File: config.mk
export PLATFORM = sky130hd
export DESIGN_NAME = timer_slot_table
export DESIGN_NICKNAME = d
export VERILOG_FILES = /design/src/rtl/core/tst_pkg.sv /design/src/rtl/core/tst_slot_mem.sv /design/src/rtl/core/tst_deadline.sv /design/src/rtl/core/timer_slot_table.sv
export SDC_FILE = /design/constraint.sdc
export NUM_CORES = 2
export LEC_CHECK = 0
export ABC_AREA = 1
export BUFFER_PORTS_ARGS = -buffer_cell sky130_fd_sc_hd__buf_2
export CORE_ASPECT_RATIO = 1.2
export CORE_UTILIZATION = 55
export CTS_CLUSTER_DIAMETER = 40
export DETAILED_ROUTE_END_ITERATION = 6
export HOLD_SLACK_MARGIN = 0.03
export PLACE_DENSITY = 0.71
export SKIP_LAST_GASP = 1
export SLEW_MARGIN = 5
export SYNTH_ARGS = -nofsm -noshare
export SYNTH_HDL_FRONTEND = slang
export SYNTH_SLANG_ARGS = --single-unit
export TNS_END_PERCENT = 10
File: constraint.sdc
create_clock -name clk -period 12.75 [get_ports clk]
set_input_delay 0.6375 -clock clk [delete_from_list [all_inputs] [get_ports clk]]
set_output_delay 0.6375 -clock clk [all_outputs]
set_load 0.005 [all_outputs]
File: src/rtl/core/tst_pkg.sv
// ----------------------------------------------------------------------------
// tst_pkg: shared types and constants of the timer slot table
// Slot count, field widths, command, status and sequencer codes, and the
// request structs of the slot memory.
// ----------------------------------------------------------------------------
`default_nettype none

package tst_pkg;

    localparam int SLOTS     = 32;
    localparam int IDX_W     = $clog2(SLOTS);
    localparam int CNT_W     = $clog2(SLOTS + 1);
    localparam int CMD_W     = 2;
    localparam int STS_W     = 2;
    localparam int TIME_W    = 48;
    localparam int DELAY_W   = 24;
    localparam int TAG_W     = 16;
    localparam int EVID_W    = 8;
    localparam int ID_W      = 7;
    localparam int US_PER_MS = 1000;
    localparam int MUL_W     = $clog2(US_PER_MS + 1);
    localparam int PROD_W    = DELAY_W + MUL_W;

    typedef enum logic [CMD_W-1:0] {
        CMD_SCHEDULE = 2'd0,
        CMD_DELETE   = 2'd1,
        CMD_RUN      = 2'd2,
        CMD_NEXT     = 2'd3
    } cmd_t;

    typedef enum logic [STS_W-1:0] {
        STS_OK     = 2'd0,
        STS_FULL   = 2'd1,
        STS_BAD_ID = 2'd2,
        STS_NONE   = 2'd3
    } status_t;

    typedef enum logic [2:0] {
        S_IDLE,
        S_DECODE,
        S_SCHED,
        S_WRITE,
        S_SCAN,
        S_EMIT
    } state_t;

    typedef struct packed {
        logic              en;
        logic [IDX_W-1:0]  idx;
        logic [TIME_W-1:0] deadline;
        logic [TAG_W-1:0]  tag;
    } mem_wr_t;

    typedef struct packed {
        logic             en;
        logic [IDX_W-1:0] idx;
    } mem_rd_t;

endpackage

`default_nettype wire

File: src/rtl/core/tst_slot_mem.sv
// ----------------------------------------------------------------------------
// tst_slot_mem: deadline and tag store
// One write port and one registered read port over all slots.
// ----------------------------------------------------------------------------
`default_nettype none

module tst_slot_mem (
    input  logic                          clk,
    input  tst_pkg::mem_wr_t              wr,
    input  tst_pkg::mem_rd_t              rd,
    output logic [tst_pkg::TIME_W-1:0]    rd_deadline,
    output logic [tst_pkg::TAG_W-1:0]     rd_tag
);
    import tst_pkg::*;

    logic [TIME_W+TAG_W-1:0] mem [SLOTS];
    logic [TIME_W+TAG_W-1:0] rd_data_reg;

    always_ff @(posedge clk)
    begin
        if (wr.en)
        begin
            mem[wr.idx] <= {wr.deadline, wr.tag};
        end
    end

    always_ff @(posedge clk)
    begin
        if (rd.en)
        begin
            rd_data_reg <= mem[rd.idx];
        end
    end

    assign rd_deadline = rd_data_reg[TIME_W+TAG_W-1:TAG_W];
    assign rd_tag      = rd_data_reg[TAG_W-1:0];

endmodule

`default_nettype wire

File: src/rtl/core/tst_deadline.sv
// ----------------------------------------------------------------------------
// tst_deadline: deadline calculator
// Registered milliseconds-to-microseconds product, then add and saturate.
// ----------------------------------------------------------------------------
`default_nettype none

module tst_deadline (
    input  logic                          clk,
    input  logic [tst_pkg::TIME_W-1:0]    now_us,
    input  logic [tst_pkg::DELAY_W-1:0]   delay_ms,
    output logic [tst_pkg::TIME_W-1:0]    deadline
);
    import tst_pkg::*;

    logic [PROD_W-1:0] prod_reg;
    logic [TIME_W:0]   sum;

    always_ff @(posedge clk)
    begin
        prod_reg <= PROD_W'(delay_ms) * PROD_W'(US_PER_MS);
    end

    assign sum      = {1'b0, now_us} + (TIME_W+1)'(prod_reg);
    assign deadline = sum[TIME_W] ? {TIME_W{1'b1}} : sum[TIME_W-1:0];

endmodule

`default_nettype wire

File: src/rtl/core/timer_slot_table.sv
// Steps: delete is settled in the decode state; schedule searches for a free slot, one slot a
// cycle, then writes it; run and next do one memory read and one 48-bit compare per slot.
// Throughput: one item at a time; the next item is taken once the final result is staged.
// Each run result beyond the first waits for the output register to drain.
// Reset: asynchronous, active low; clears all busy flags and the sequencer, no clearing pass.
// ----------------------------------------------------------------------------
// timer_slot_table: fixed table of timer slots
// Schedule, delete, run-expired and next-deadline commands over a slot table, driven by
// a sequencer scanning one slot per cycle, save run stalls, through a shared comparator.
// ----------------------------------------------------------------------------
`default_nettype none

module timer_slot_table (
    input  logic                          clk,
    input  logic                          rst_n,
    input  logic                          in_valid,
    output logic                          in_ready,
    input  logic [tst_pkg::CMD_W-1:0]     command,
    input  logic [tst_pkg::TIME_W-1:0]    now_us,
    input  logic [tst_pkg::DELAY_W-1:0]   delay_ms,
    input  logic [tst_pkg::TAG_W-1:0]     tag,
    input  logic [tst_pkg::EVID_W-1:0]    event_id,
    output logic                          out_valid,
    input  logic                          out_ready,
    output logic [tst_pkg::STS_W-1:0]     status,
    output logic [tst_pkg::ID_W-1:0]      slot_id,
    output logic [tst_pkg::TAG_W-1:0]     out_tag,
    output logic [tst_pkg::TIME_W-1:0]    deadline_us,
    output logic                          last
);
    import tst_pkg::*;

    state_t              state_reg, state_next;
    cmd_t                cmd_reg;
    logic [TIME_W-1:0]   now_reg;
    logic [DELAY_W-1:0]  delay_reg;
    logic [TAG_W-1:0]    tag_reg;
    logic [EVID_W-1:0]   event_id_reg;

    logic [SLOTS-1:0]    busy_reg, busy_next;
    logic [CNT_W-1:0]    scan_idx_reg, scan_idx_next;
    logic                eval_vld_reg, eval_vld_next;
    logic [IDX_W-1:0]    eval_idx_reg, eval_idx_next;
    logic                pend_vld_reg, pend_vld_next;

    status_t             res_status_reg, res_status_next;
    logic [ID_W-1:0]     res_id_reg, res_id_next;
    logic [TAG_W-1:0]    res_tag_reg, res_tag_next;
    logic [TIME_W-1:0]   res_dl_reg, res_dl_next;

    logic                out_valid_reg;
    logic [STS_W-1:0]    out_status_reg;
    logic [ID_W-1:0]     out_id_reg;
    logic [TAG_W-1:0]    out_tag_reg;
    logic [TIME_W-1:0]   out_dl_reg;
    logic                out_last_reg;
    logic                out_load, out_last_next, out_free;

    mem_wr_t             mem_wr;
    mem_rd_t             mem_rd;
    logic [TIME_W-1:0]   rd_deadline;
    logic [TAG_W-1:0]    rd_tag;
    logic [TIME_W-1:0]   new_deadline;

    logic [IDX_W-1:0]    scan_slot;
    logic                free_hit, sched_end, issue_more, scan_done;
    logic                eval_busy, run_hit, next_hit, stall;
    logic [TIME_W-1:0]   cmp_a, cmp_b;
    logic                cmp_lt;
    logic                id_zero, id_ok;
    logic [IDX_W-1:0]    del_idx;
    logic                in_accept;

    tst_slot_mem u_mem (
        .clk         (clk),
        .wr          (mem_wr),
        .rd          (mem_rd),
        .rd_deadline (rd_deadline),
        .rd_tag      (rd_tag)
    );

    tst_deadline u_deadline (
        .clk      (clk),
        .now_us   (now_reg),
        .delay_ms (delay_reg),
        .deadline (new_deadline)
    );

    assign in_ready  = (state_reg == S_IDLE);
    assign in_accept = in_valid && in_ready;
    assign out_free  = !out_valid_reg || out_ready;

    assign scan_slot  = scan_idx_reg[IDX_W-1:0];
    assign free_hit   = !busy_reg[scan_slot];
    assign sched_end  = (scan_idx_reg == CNT_W'(SLOTS - 1));
    assign issue_more = (scan_idx_reg != CNT_W'(SLOTS));
    assign scan_done  = !issue_more && !eval_vld_reg;

    // shared comparator: run tests now < deadline, next tests deadline < best
    assign cmp_a  = (cmd_reg == CMD_RUN) ? now_reg : rd_deadline;
    assign cmp_b  = (cmd_reg == CMD_RUN) ? rd_deadline : res_dl_reg;
    assign cmp_lt = (cmp_a < cmp_b);

    assign eval_busy = busy_reg[eval_idx_reg];
    assign run_hit   = eval_vld_reg && (cmd_reg == CMD_RUN) && eval_busy && !cmp_lt;
    assign next_hit  = eval_vld_reg && (cmd_reg == CMD_NEXT) && eval_busy
                       && (!pend_vld_reg || cmp_lt);
    assign stall     = run_hit && pend_vld_reg && !out_free;

    assign id_zero = (event_id_reg == '0);
    assign id_ok   = (event_id_reg <= EVID_W'(SLOTS));
    assign del_idx = IDX_W'(event_id_reg - EVID_W'(1));

    always_comb
    begin
        state_next = state_reg;
        unique case (state_reg)
            S_IDLE:
            begin
                if (in_accept)
                begin
                    state_next = S_DECODE;
                end
            end
            S_DECODE:
            begin
                unique case (cmd_reg) inside
                    CMD_SCHEDULE:     state_next = S_SCHED;
                    CMD_DELETE:       state_next = S_EMIT;
                    CMD_RUN, CMD_NEXT: state_next = S_SCAN;
                    default:          state_next = S_EMIT;
                endcase
            end
            S_SCHED:
            begin
                if (free_hit)
                begin
                    state_next = S_WRITE;
                end
                else if (sched_end)
                begin
                    state_next = S_EMIT;
                end
            end
            S_WRITE:
            begin
                state_next = S_EMIT;
            end
            S_SCAN:
            begin
                if (scan_done)
                begin
                    state_next = S_EMIT;
                end
            end
            S_EMIT:
            begin
                if (out_free)
                begin
                    state_next = S_IDLE;
                end
            end
            default:
            begin
                state_next = S_IDLE;
            end
        endcase
    end

    always_comb
    begin
        busy_next       = busy_reg;
        scan_idx_next   = scan_idx_reg;
        eval_vld_next   = eval_vld_reg;
        eval_idx_next   = eval_idx_reg;
        pend_vld_next   = pend_vld_reg;
        res_status_next = res_status_reg;
        res_id_next     = res_id_reg;
        res_tag_next    = res_tag_reg;
        res_dl_next     = res_dl_reg;
        out_load        = 1'b0;
        out_last_next   = 1'b1;
        mem_wr          = '0;
        mem_rd          = '0;

        unique case (state_reg)
            S_DECODE:
            begin
                scan_idx_next   = '0;
                eval_vld_next   = 1'b0;
                pend_vld_next   = 1'b0;
                res_status_next = STS_OK;
                res_id_next     = '0;
                res_tag_next    = '0;
                res_dl_next     = '0;
                if (cmd_reg == CMD_DELETE)
                begin
                    if (id_zero)
                    begin
                        res_status_next = STS_OK;
                    end
                    else if (id_ok)
                    begin
                        busy_next[del_idx] = 1'b0;
                        res_id_next        = ID_W'(event_id_reg);
                    end
                    else
                    begin
                        res_status_next = STS_BAD_ID;
                    end
                end
            end
            S_SCHED:
            begin
                if (!free_hit)
                begin
                    if (sched_end)
                    begin
                        res_status_next = STS_FULL;
                    end
                    else
                    begin
                        scan_idx_next = scan_idx_reg + CNT_W'(1);
                    end
                end
            end
            S_WRITE:
            begin
                mem_wr.en            = 1'b1;
                mem_wr.idx           = scan_slot;
                mem_wr.deadline      = new_deadline;
                mem_wr.tag           = tag_reg;
                busy_next[scan_slot] = 1'b1;
                res_id_next          = ID_W'(scan_idx_reg) + ID_W'(1);
            end
            S_SCAN:
            begin
                if (!stall)
                begin
                    // issue the next read while the previous slot is evaluated
                    if (issue_more)
                    begin
                        mem_rd.en     = 1'b1;
                        mem_rd.idx    = scan_slot;
                        eval_vld_next = 1'b1;
                        eval_idx_next = scan_slot;
                        scan_idx_next = scan_idx_reg + CNT_W'(1);
                    end
                    else
                    begin
                        eval_vld_next = 1'b0;
                    end
                    if (run_hit)
                    begin
                        busy_next[eval_idx_reg] = 1'b0;
                        if (pend_vld_reg)
                        begin
                            out_load      = 1'b1;
                            out_last_next = 1'b0;
                        end
                        pend_vld_next = 1'b1;
                        res_id_next   = ID_W'(eval_idx_reg) + ID_W'(1);
                        res_tag_next  = rd_tag;
                    end
                    if (next_hit)
                    begin
                        pend_vld_next = 1'b1;
                        res_id_next   = ID_W'(eval_idx_reg) + ID_W'(1);
                        res_dl_next   = rd_deadline;
                    end
                end
                if (scan_done && !pend_vld_reg)
                begin
                    res_status_next = STS_NONE;
                end
            end
            S_EMIT:
            begin
                if (out_free)
                begin
                    out_load = 1'b1;
                end
            end
            default:
            begin
            end
        endcase
    end

    always_ff @(posedge clk or negedge rst_n)
    begin
        if (!rst_n)
        begin
            state_reg     <= S_IDLE;
            busy_reg      <= '0;
            scan_idx_reg  <= '0;
            eval_vld_reg  <= 1'b0;
            pend_vld_reg  <= 1'b0;
            out_valid_reg <= 1'b0;
        end
        else
        begin
            state_reg    <= state_next;
            busy_reg     <= busy_next;
            scan_idx_reg <= scan_idx_next;
            eval_vld_reg <= eval_vld_next;
            pend_vld_reg <= pend_vld_next;
            if (out_load)
            begin
                out_valid_reg <= 1'b1;
            end
            else if (out_ready)
            begin
                out_valid_reg <= 1'b0;
            end
        end
    end

    always_ff @(posedge clk)
    begin
        if (in_accept)
        begin
            cmd_reg      <= cmd_t'(command);
            now_reg      <= now_us;
            delay_reg    <= delay_ms;
            tag_reg      <= tag;
            event_id_reg <= event_id;
        end
        eval_idx_reg   <= eval_idx_next;
        res_status_reg <= res_status_next;
        res_id_reg     <= res_id_next;
        res_tag_reg    <= res_tag_next;
        res_dl_reg     <= res_dl_next;
        if (out_load)
        begin
            out_status_reg <= res_status_reg;
            out_id_reg     <= res_id_reg;
            out_tag_reg    <= res_tag_reg;
            out_dl_reg     <= res_dl_reg;
            out_last_reg   <= out_last_next;
        end
    end

    assign out_valid   = out_valid_reg;
    assign status      = out_status_reg;
    assign slot_id     = out_id_reg;
    assign out_tag     = out_tag_reg;
    assign deadline_us = out_dl_reg;
    assign last        = out_last_reg;

    a_write_free_slot: assert property (@(posedge clk) disable iff (!rst_n)
        mem_wr.en |-> !busy_reg[mem_wr.idx])
        else $error("schedule wrote a busy slot");

    a_delete_clears: assert property (@(posedge clk) disable iff (!rst_n)
        (state_reg == S_DECODE && cmd_reg == CMD_DELETE && !id_zero && id_ok)
        |=> !busy_reg[$past(del_idx)])
        else $error("delete left slot busy");

    a_mid_result_in_run: assert property (@(posedge clk) disable iff (!rst_n)
        (out_load && !out_last_next) |-> (state_reg == S_SCAN && cmd_reg == CMD_RUN))
        else $error("non-final result outside a run scan");

    a_mid_result_keeps_pending: assert property (@(posedge clk) disable iff (!rst_n)
        (out_load && !out_last_next) |=> pend_vld_reg)
        else $error("pending run result lost");

    a_no_load_when_full: assert property (@(posedge clk) disable iff (!rst_n)
        out_load |-> out_free)
        else $error("output register overwritten");

endmodule

`default_nettype wire

==> Word level (Yosys, flattened, before mapping) <==
Memories as Yosys holds them, arrays and structs flattened. A register that Yosys moved wholly into a read port is not among the register bits.
Cells that the tools add are included.
{ "word_totals": {"regBits": 325, "mem_bits_rw": 2048, "out_inout_bits": 76, "mem_count": 1} }
{ "mem_list": {"columns": ["memory", "depth", "word_bits", "rd", "rd_clocked_by_memory_dff", "write_ports", "line", "text"], "rows": [
  ["u_mem.mem", 32, 64, 1, 1, 1, "tst_slot_mem.sv:16", "logic [TIME_W+TAG_W-1:0] mem [SLOTS];"]
]} }
{ "classes": {"addsub": 5, "n_mul": 1, "order_cmp": 8, "eq_ne": 26, "muxes": 72, "bitwise_logic": 8, "n_reduce_logical": 41} }
{ "op_table": {"columns": ["cell", "n"], "rows": [
  ["$mux 48", 5],
  ["$mux 32", 5],
  ["$pmux 32 s3", 1],
  ["$pmux 48 s2", 1],
  ["$mux 70", 1],
  ["$and 32x32->32", 2],
  ["$not 32->32", 2],
  ["$add 48x34->49", 1],
  ["$lt 48x48->1", 1],
  ["$mux 6", 7],
  ["$mux 7", 6],
  ["$mux 16", 2],
  ["$or 32x32->32", 1],
  ["$pmux 16 s2", 1],
  ["$mul 24x7->31 const B", 1],
  ["$ne 2x2->1 const B", 13],
  ["$pmux 7 s3", 1],
  ["$mux 1", 19],
  ["$lt 5x6->1 const B", 3],
  ["$pmux 3 s6", 1],
  ["$pmux 6 s3", 1],
  ["$demux 1 s5", 3],
  ["$ge 5x1->1 const B", 3],
  ["$mux 3", 5],
  ["35 further kinds", 75]
]} }

==> Depth between registers and ports, before layout <==
{ "depth": {"ltp_word": 11, "ltp_mapped": 29, "ltp_nobuf": 23} }

==> By module <==
From an unflattened synthesis, not the netlist that was laid out.
{ "unflattened": {"hier_cells": 9658, "hier_area_um2": 106923.8} }
{ "by_module_without_submodules": {"columns": ["mod", "n_inst", "cells_per_inst", "area_per_inst_um2"], "rows": [
  ["tst_slot_mem", 1, 6768, 83662.7],
  ["timer_slot_table", 1, 1551, 14699.1],
  ["tst_deadline", 1, 1339, 8562.0]
]} }

==> Worst setup path after synthesis <==
Ideal clock, no wire load.
{ "synth_timing": {"path_type": "register -> register", "startpoint": "register cmd_reg[0]", "endpoint": "register res_dl_reg[0] (enable)", "setup_ns": 0.522, "t_arrival_ns": 5.748, "required_ns": 12.228, "setup_slack_ns": 6.480, "stages_incl_launch_ff": 18, "n_path_buf": 2, "synth_period_minus_slack_ns": 6.270, "cell_sequence": "edfxtp_1 -> nor2_4 -> buf_1 -> clkbuf_1 -> nand2_1 -> o21ai_0 -> ha_1 -> nand2_1 -> inv_1 -> o21ai_0 -> nand2_1 -> a21oi_1 -> o21ai_0 -> nor2_1 -> nand2_1 -> nand2_1 -> nand2_1 -> o21ai_0"} }
{ "synth_between": {"elab_chain_cells": 9} }
{ "synth_lines": {"columns": ["item", "line", "text"], "rows": [
  ["from (decl)", "timer_slot_table.sv:34", "cmd_t cmd_reg;"],
  ["from (signal assigned)", "timer_slot_table.sv:323", "cmd_reg <= cmd_t'(command);"],
  ["$eq 2x2->1", "timer_slot_table.sv:100, timer_slot_table.sv:101, timer_slot_table.sv:105", null],
  ["$mux 48 (on tied branches)", "timer_slot_table.sv:100, timer_slot_table.sv:101", null],
  ["$lt 48x48->1", "timer_slot_table.sv:102", "assign cmp_lt = (cmp_a < cmp_b);"],
  ["$logic_not 1->1", "timer_slot_table.sv:105", "assign run_hit = eval_vld_reg && (cmd_reg == CMD_RUN) && eval_busy && !cmp_lt;"],
  ["$logic_and 1x1->1", "timer_slot_table.sv:105", null],
  ["$logic_and 1x1->1 (2 in series)", "timer_slot_table.sv:108", "assign stall = run_hit && pend_vld_reg && !out_free;"],
  ["$ne 2x2->1 (no line)", null, null],
  ["$reduce_and 3->1 (no line) *", null, null],
  ["to (signal assigned)", "timer_slot_table.sv:333", "res_dl_reg <= res_dl_next;"],
  ["to (decl)", "timer_slot_table.sv:49", "logic [TIME_W-1:0] res_dl_reg, res_dl_next;"]
]} }
Mark *: on every way between the ends. The rest lies on a longest branch, timed or not.
A chain may end at the register's enable or synchronous reset.

==> Worst setup path in the final report <==
{ "layout_timing": {"startpoint": "register cmd_reg[1]", "endpoint": "register u_mem.rd_data_reg[30] (read register of u_mem.mem) (data pin)"} }
{ "layout_between": {"elab_chain_cells": 9} }
{ "layout_lines": {"columns": ["item", "line", "text"], "rows": [
  ["$eq 2x2->1 *", "timer_slot_table.sv:100, timer_slot_table.sv:101, timer_slot_table.sv:105", null],
  ["$mux 48 (on tied branches)", "timer_slot_table.sv:100, timer_slot_table.sv:101", null],
  ["$lt 48x48->1", "timer_slot_table.sv:102", null],
  ["$logic_not 1->1", "timer_slot_table.sv:105", null],
  ["$logic_and 1x1->1 *", "timer_slot_table.sv:105", null],
  ["$logic_and 1x1->1 * (2 in series)", "timer_slot_table.sv:108", null],
  ["$mux 6 *", "timer_slot_table.sv:238", "if (!stall)"],
  ["$mux 6 *", "timer_slot_table.sv:186", "unique case (state_reg)"],
  ["to (decl)", "tst_slot_mem.sv:17", "logic [TIME_W+TAG_W-1:0] rd_data_reg;"]
]} }
Marked as above.

==> results.ini <==
[status]
status=completed

[cts]
clockBufferDepth=4
cts_tree=yes
cts_buffers=304
clockRootBuffer=clkbuf_16
ctsResizeCount=0
clkTransAtPathRegs_ps=60
clock_latency_ps=950
cts_sinks=2437
post_cts_buffers=0
cts_hold_buf=99
htreeDepth=5

[power]
internal-power_mw=16.9
p_comb_frac=0.293
swShare=0.340
power_frac_clock=0.322
ir_worst_vdd_v=0.000255
cellPowerDensity_nw_per_um2=215
p_seq_frac=0.384
power_switching_mw=8.75
p_leak_nw=43.3

[route]
routed_wl_um=313000
vias_per_cell=6.40
ant_nets=0
wl_per_cell_um=26.4
drt-pass1-iter-count=6
drc=0
vias=76021
first_iter_violations=11550

[yosys]
async_reset_ff_frac=0.0181
synth_most_common_cell=nand3_1
synth_edf_count=2362
seq_area_frac_synth=0.687
synth_nets=9384
synth_cell_types=55
synth_top_cells_by_count=nand3_1 (2,980), edfxtp_1 (2,362), nand2_1 (1,424)
netlist_area_um2=106000
synth_top_area_cell=edfxtp_1
ys.flop_type=edfxtp_1
synth_top_area_share=0.670
synth-seq-cells=2437
syn_inst=9040
yosysWarnings=0
netlist_top_cells_area=edfxtp_1 (67%), nand3_1 (14%), nand2_1 (5.1%), ha_1 (1.8%), fa_1 (1.6%)
avgSynthCellArea_um2=11.7

[global_routing]
grt_pass1_wl_um=460000
grt_pass1_vias=72472
grt_antenna_before_repair=8
grt_max_degree=212
overflow=0
grt_util_all_layers=0.317

[hold_path]
hold_start=out_ready
hold_class=in -> reg

[timing]
slew_viol_final=0
worst_slew_pin_slew_ps=1290
period_share=0.649
fmax_mhz=121
whs_ps=118
finalSetupTns_ps=0
max_slew_margin=0.138
finalCriticalPeriod_ps=8280
skew_ps=64.0
rsz0062_at_grt=false
hold_viol=0
finalSetupViolCount=0

[setup_path]
r2r-start=cmd_reg[1]
cp-end-kind=register
path_class=reg -> reg
crit_required_ps=13540
start_kind=register
worstPathMaxFanout=192
cp.arrival_ps=9070
startpoint=cmd_reg[1]

[place]
hpwl_um=158000
gp_congestion=0.964
portBuffers=177

[die]
start_util=0.553
io_pins=178
die_y_um=482
rows=176
die_w_um=402
core_region_area_um2=191000
die-area_um2=194000

[final_layout]
largest_reg_flops=2048
multiInputGateArea_um2=29200
synthToLayoutAreaGrowth_pct=12.8
drive_gt1_frac=0.0913
nets=9501
fill_cells=14222
register_area_um2=72600

[job]
maxCapViolations=0

==> cell type report <==
| cell class | instances | share of cell area |
|---|---|---|
| sequential | 2437 | 0.608 |
| multi-input combinational | 5562 | 0.245 |
| clock buffer | 358 | 0.0667 |
| timing repair buffer | 422 | 0.0264 |
| tap | 2492 | 0.0261 |
| clock inverter | 166 | 0.0138 |
| inverter | 430 | 0.0137 |
| antenna | 5 | 0.000105 |
==> cells in the final DEF, fill, tap and decap left out, drive strengths merged, types with 31 or more instances in the layout <==
cell / count
nand3: 2981
edfxtp: 2362
nand2: 1425
inv: 464
clkbuf: 358
buf: 323
nor2: 263
o21ai: 243
a21oi: 180
ha: 155
dlygate4sd3: 99
clkinv: 91
fa: 87
dfrtp: 44
xor2: 32
xnor2: 31
dfxtp: 31
==> kinds of logic after synthesis <==
logic type / share of synthesized area
flip-flops: 0.687
adder cells (fa/ha/maj): 0.0348
AO/OA/AOI/OAI: 0.0272
AND/OR/NAND/NOR: 0.205
XOR/XNOR: 0.00521
buffers and inverters: 0.0414
==> layer usage <==
metal / GRT usage / vias up / share of wire
met4: 0.146 / 4 / 0.046
li1: - / 32915 / -
met1: 0.435 / 37106 / 0.37
met5: 0 / - / 0.000073
met3: 0.0587 / 882 / 0.12
met2: 0.495 / 5114 / 0.46
==> stage by stage <==
stage | worst slack, ps | total power [mW] | instances | util | instance area [µm²]
floorplan | 6480 | 15.1 | 9040 | - | 106000
global placement | 4950 | 17.2 | 11244 | 0.568 | 109000
detailed placement | 4910 | 17.3 | 11244 | 0.568 | 109000
CTS | 4760 | 25.6 | 11867 | 0.624 | 119000
global route | 4040 | 26.9 | 11868 | 0.624 | 119000
finish | 4470 | 25.7 | 11872 | 0.624 | 119000
==> worst max-delay path: stages (launching register included) <==
cell	delay [ps]
edfxtp_1	420
inv_1	100
nor2_4	650
buf_4	790
o21ai_0	180
ha_1	340
nand2_1	70
nor2_1	150
nand4_1	140
o21ai_0	740
nor2_1	150
nand2_1	270
nand4_1	460
nand2_8	670
buf_12	630
buf_4	960
nand2_1	160
nand3_1	170
nand3_1	100
nand3_1	110
nand3_1	100
nand2_1	130
==> power groups by stage <==
stage,Combinational [mW],Clock [mW],Sequential (mW)
global placement,7.19,0,10.0
finish,7.53,8.28,9.87
global route,8.37,8.65,9.90
CTS,7.42,8.33,9.86
floorplan,5.28,0,9.85
detailed placement,7.27,0,10.0
==> worst paths after layout <==
check / to / slack [ps] / cells after the start
min in group asynchronous: busy_reg[3] / 490 / 2
hold / removal: out_valid / 120 / 4
max in group asynchronous: busy_reg[20] / 11550 / 2
hold reg to reg: out_tag[4] / 420 / 0
setup / recovery: u_mem.rd_data_reg[30] / 4470 / 21
setup reg to reg: u_mem.rd_data_reg[30] / 4470 / 21
No activity file was read; power rests on OpenSTA's default activity.
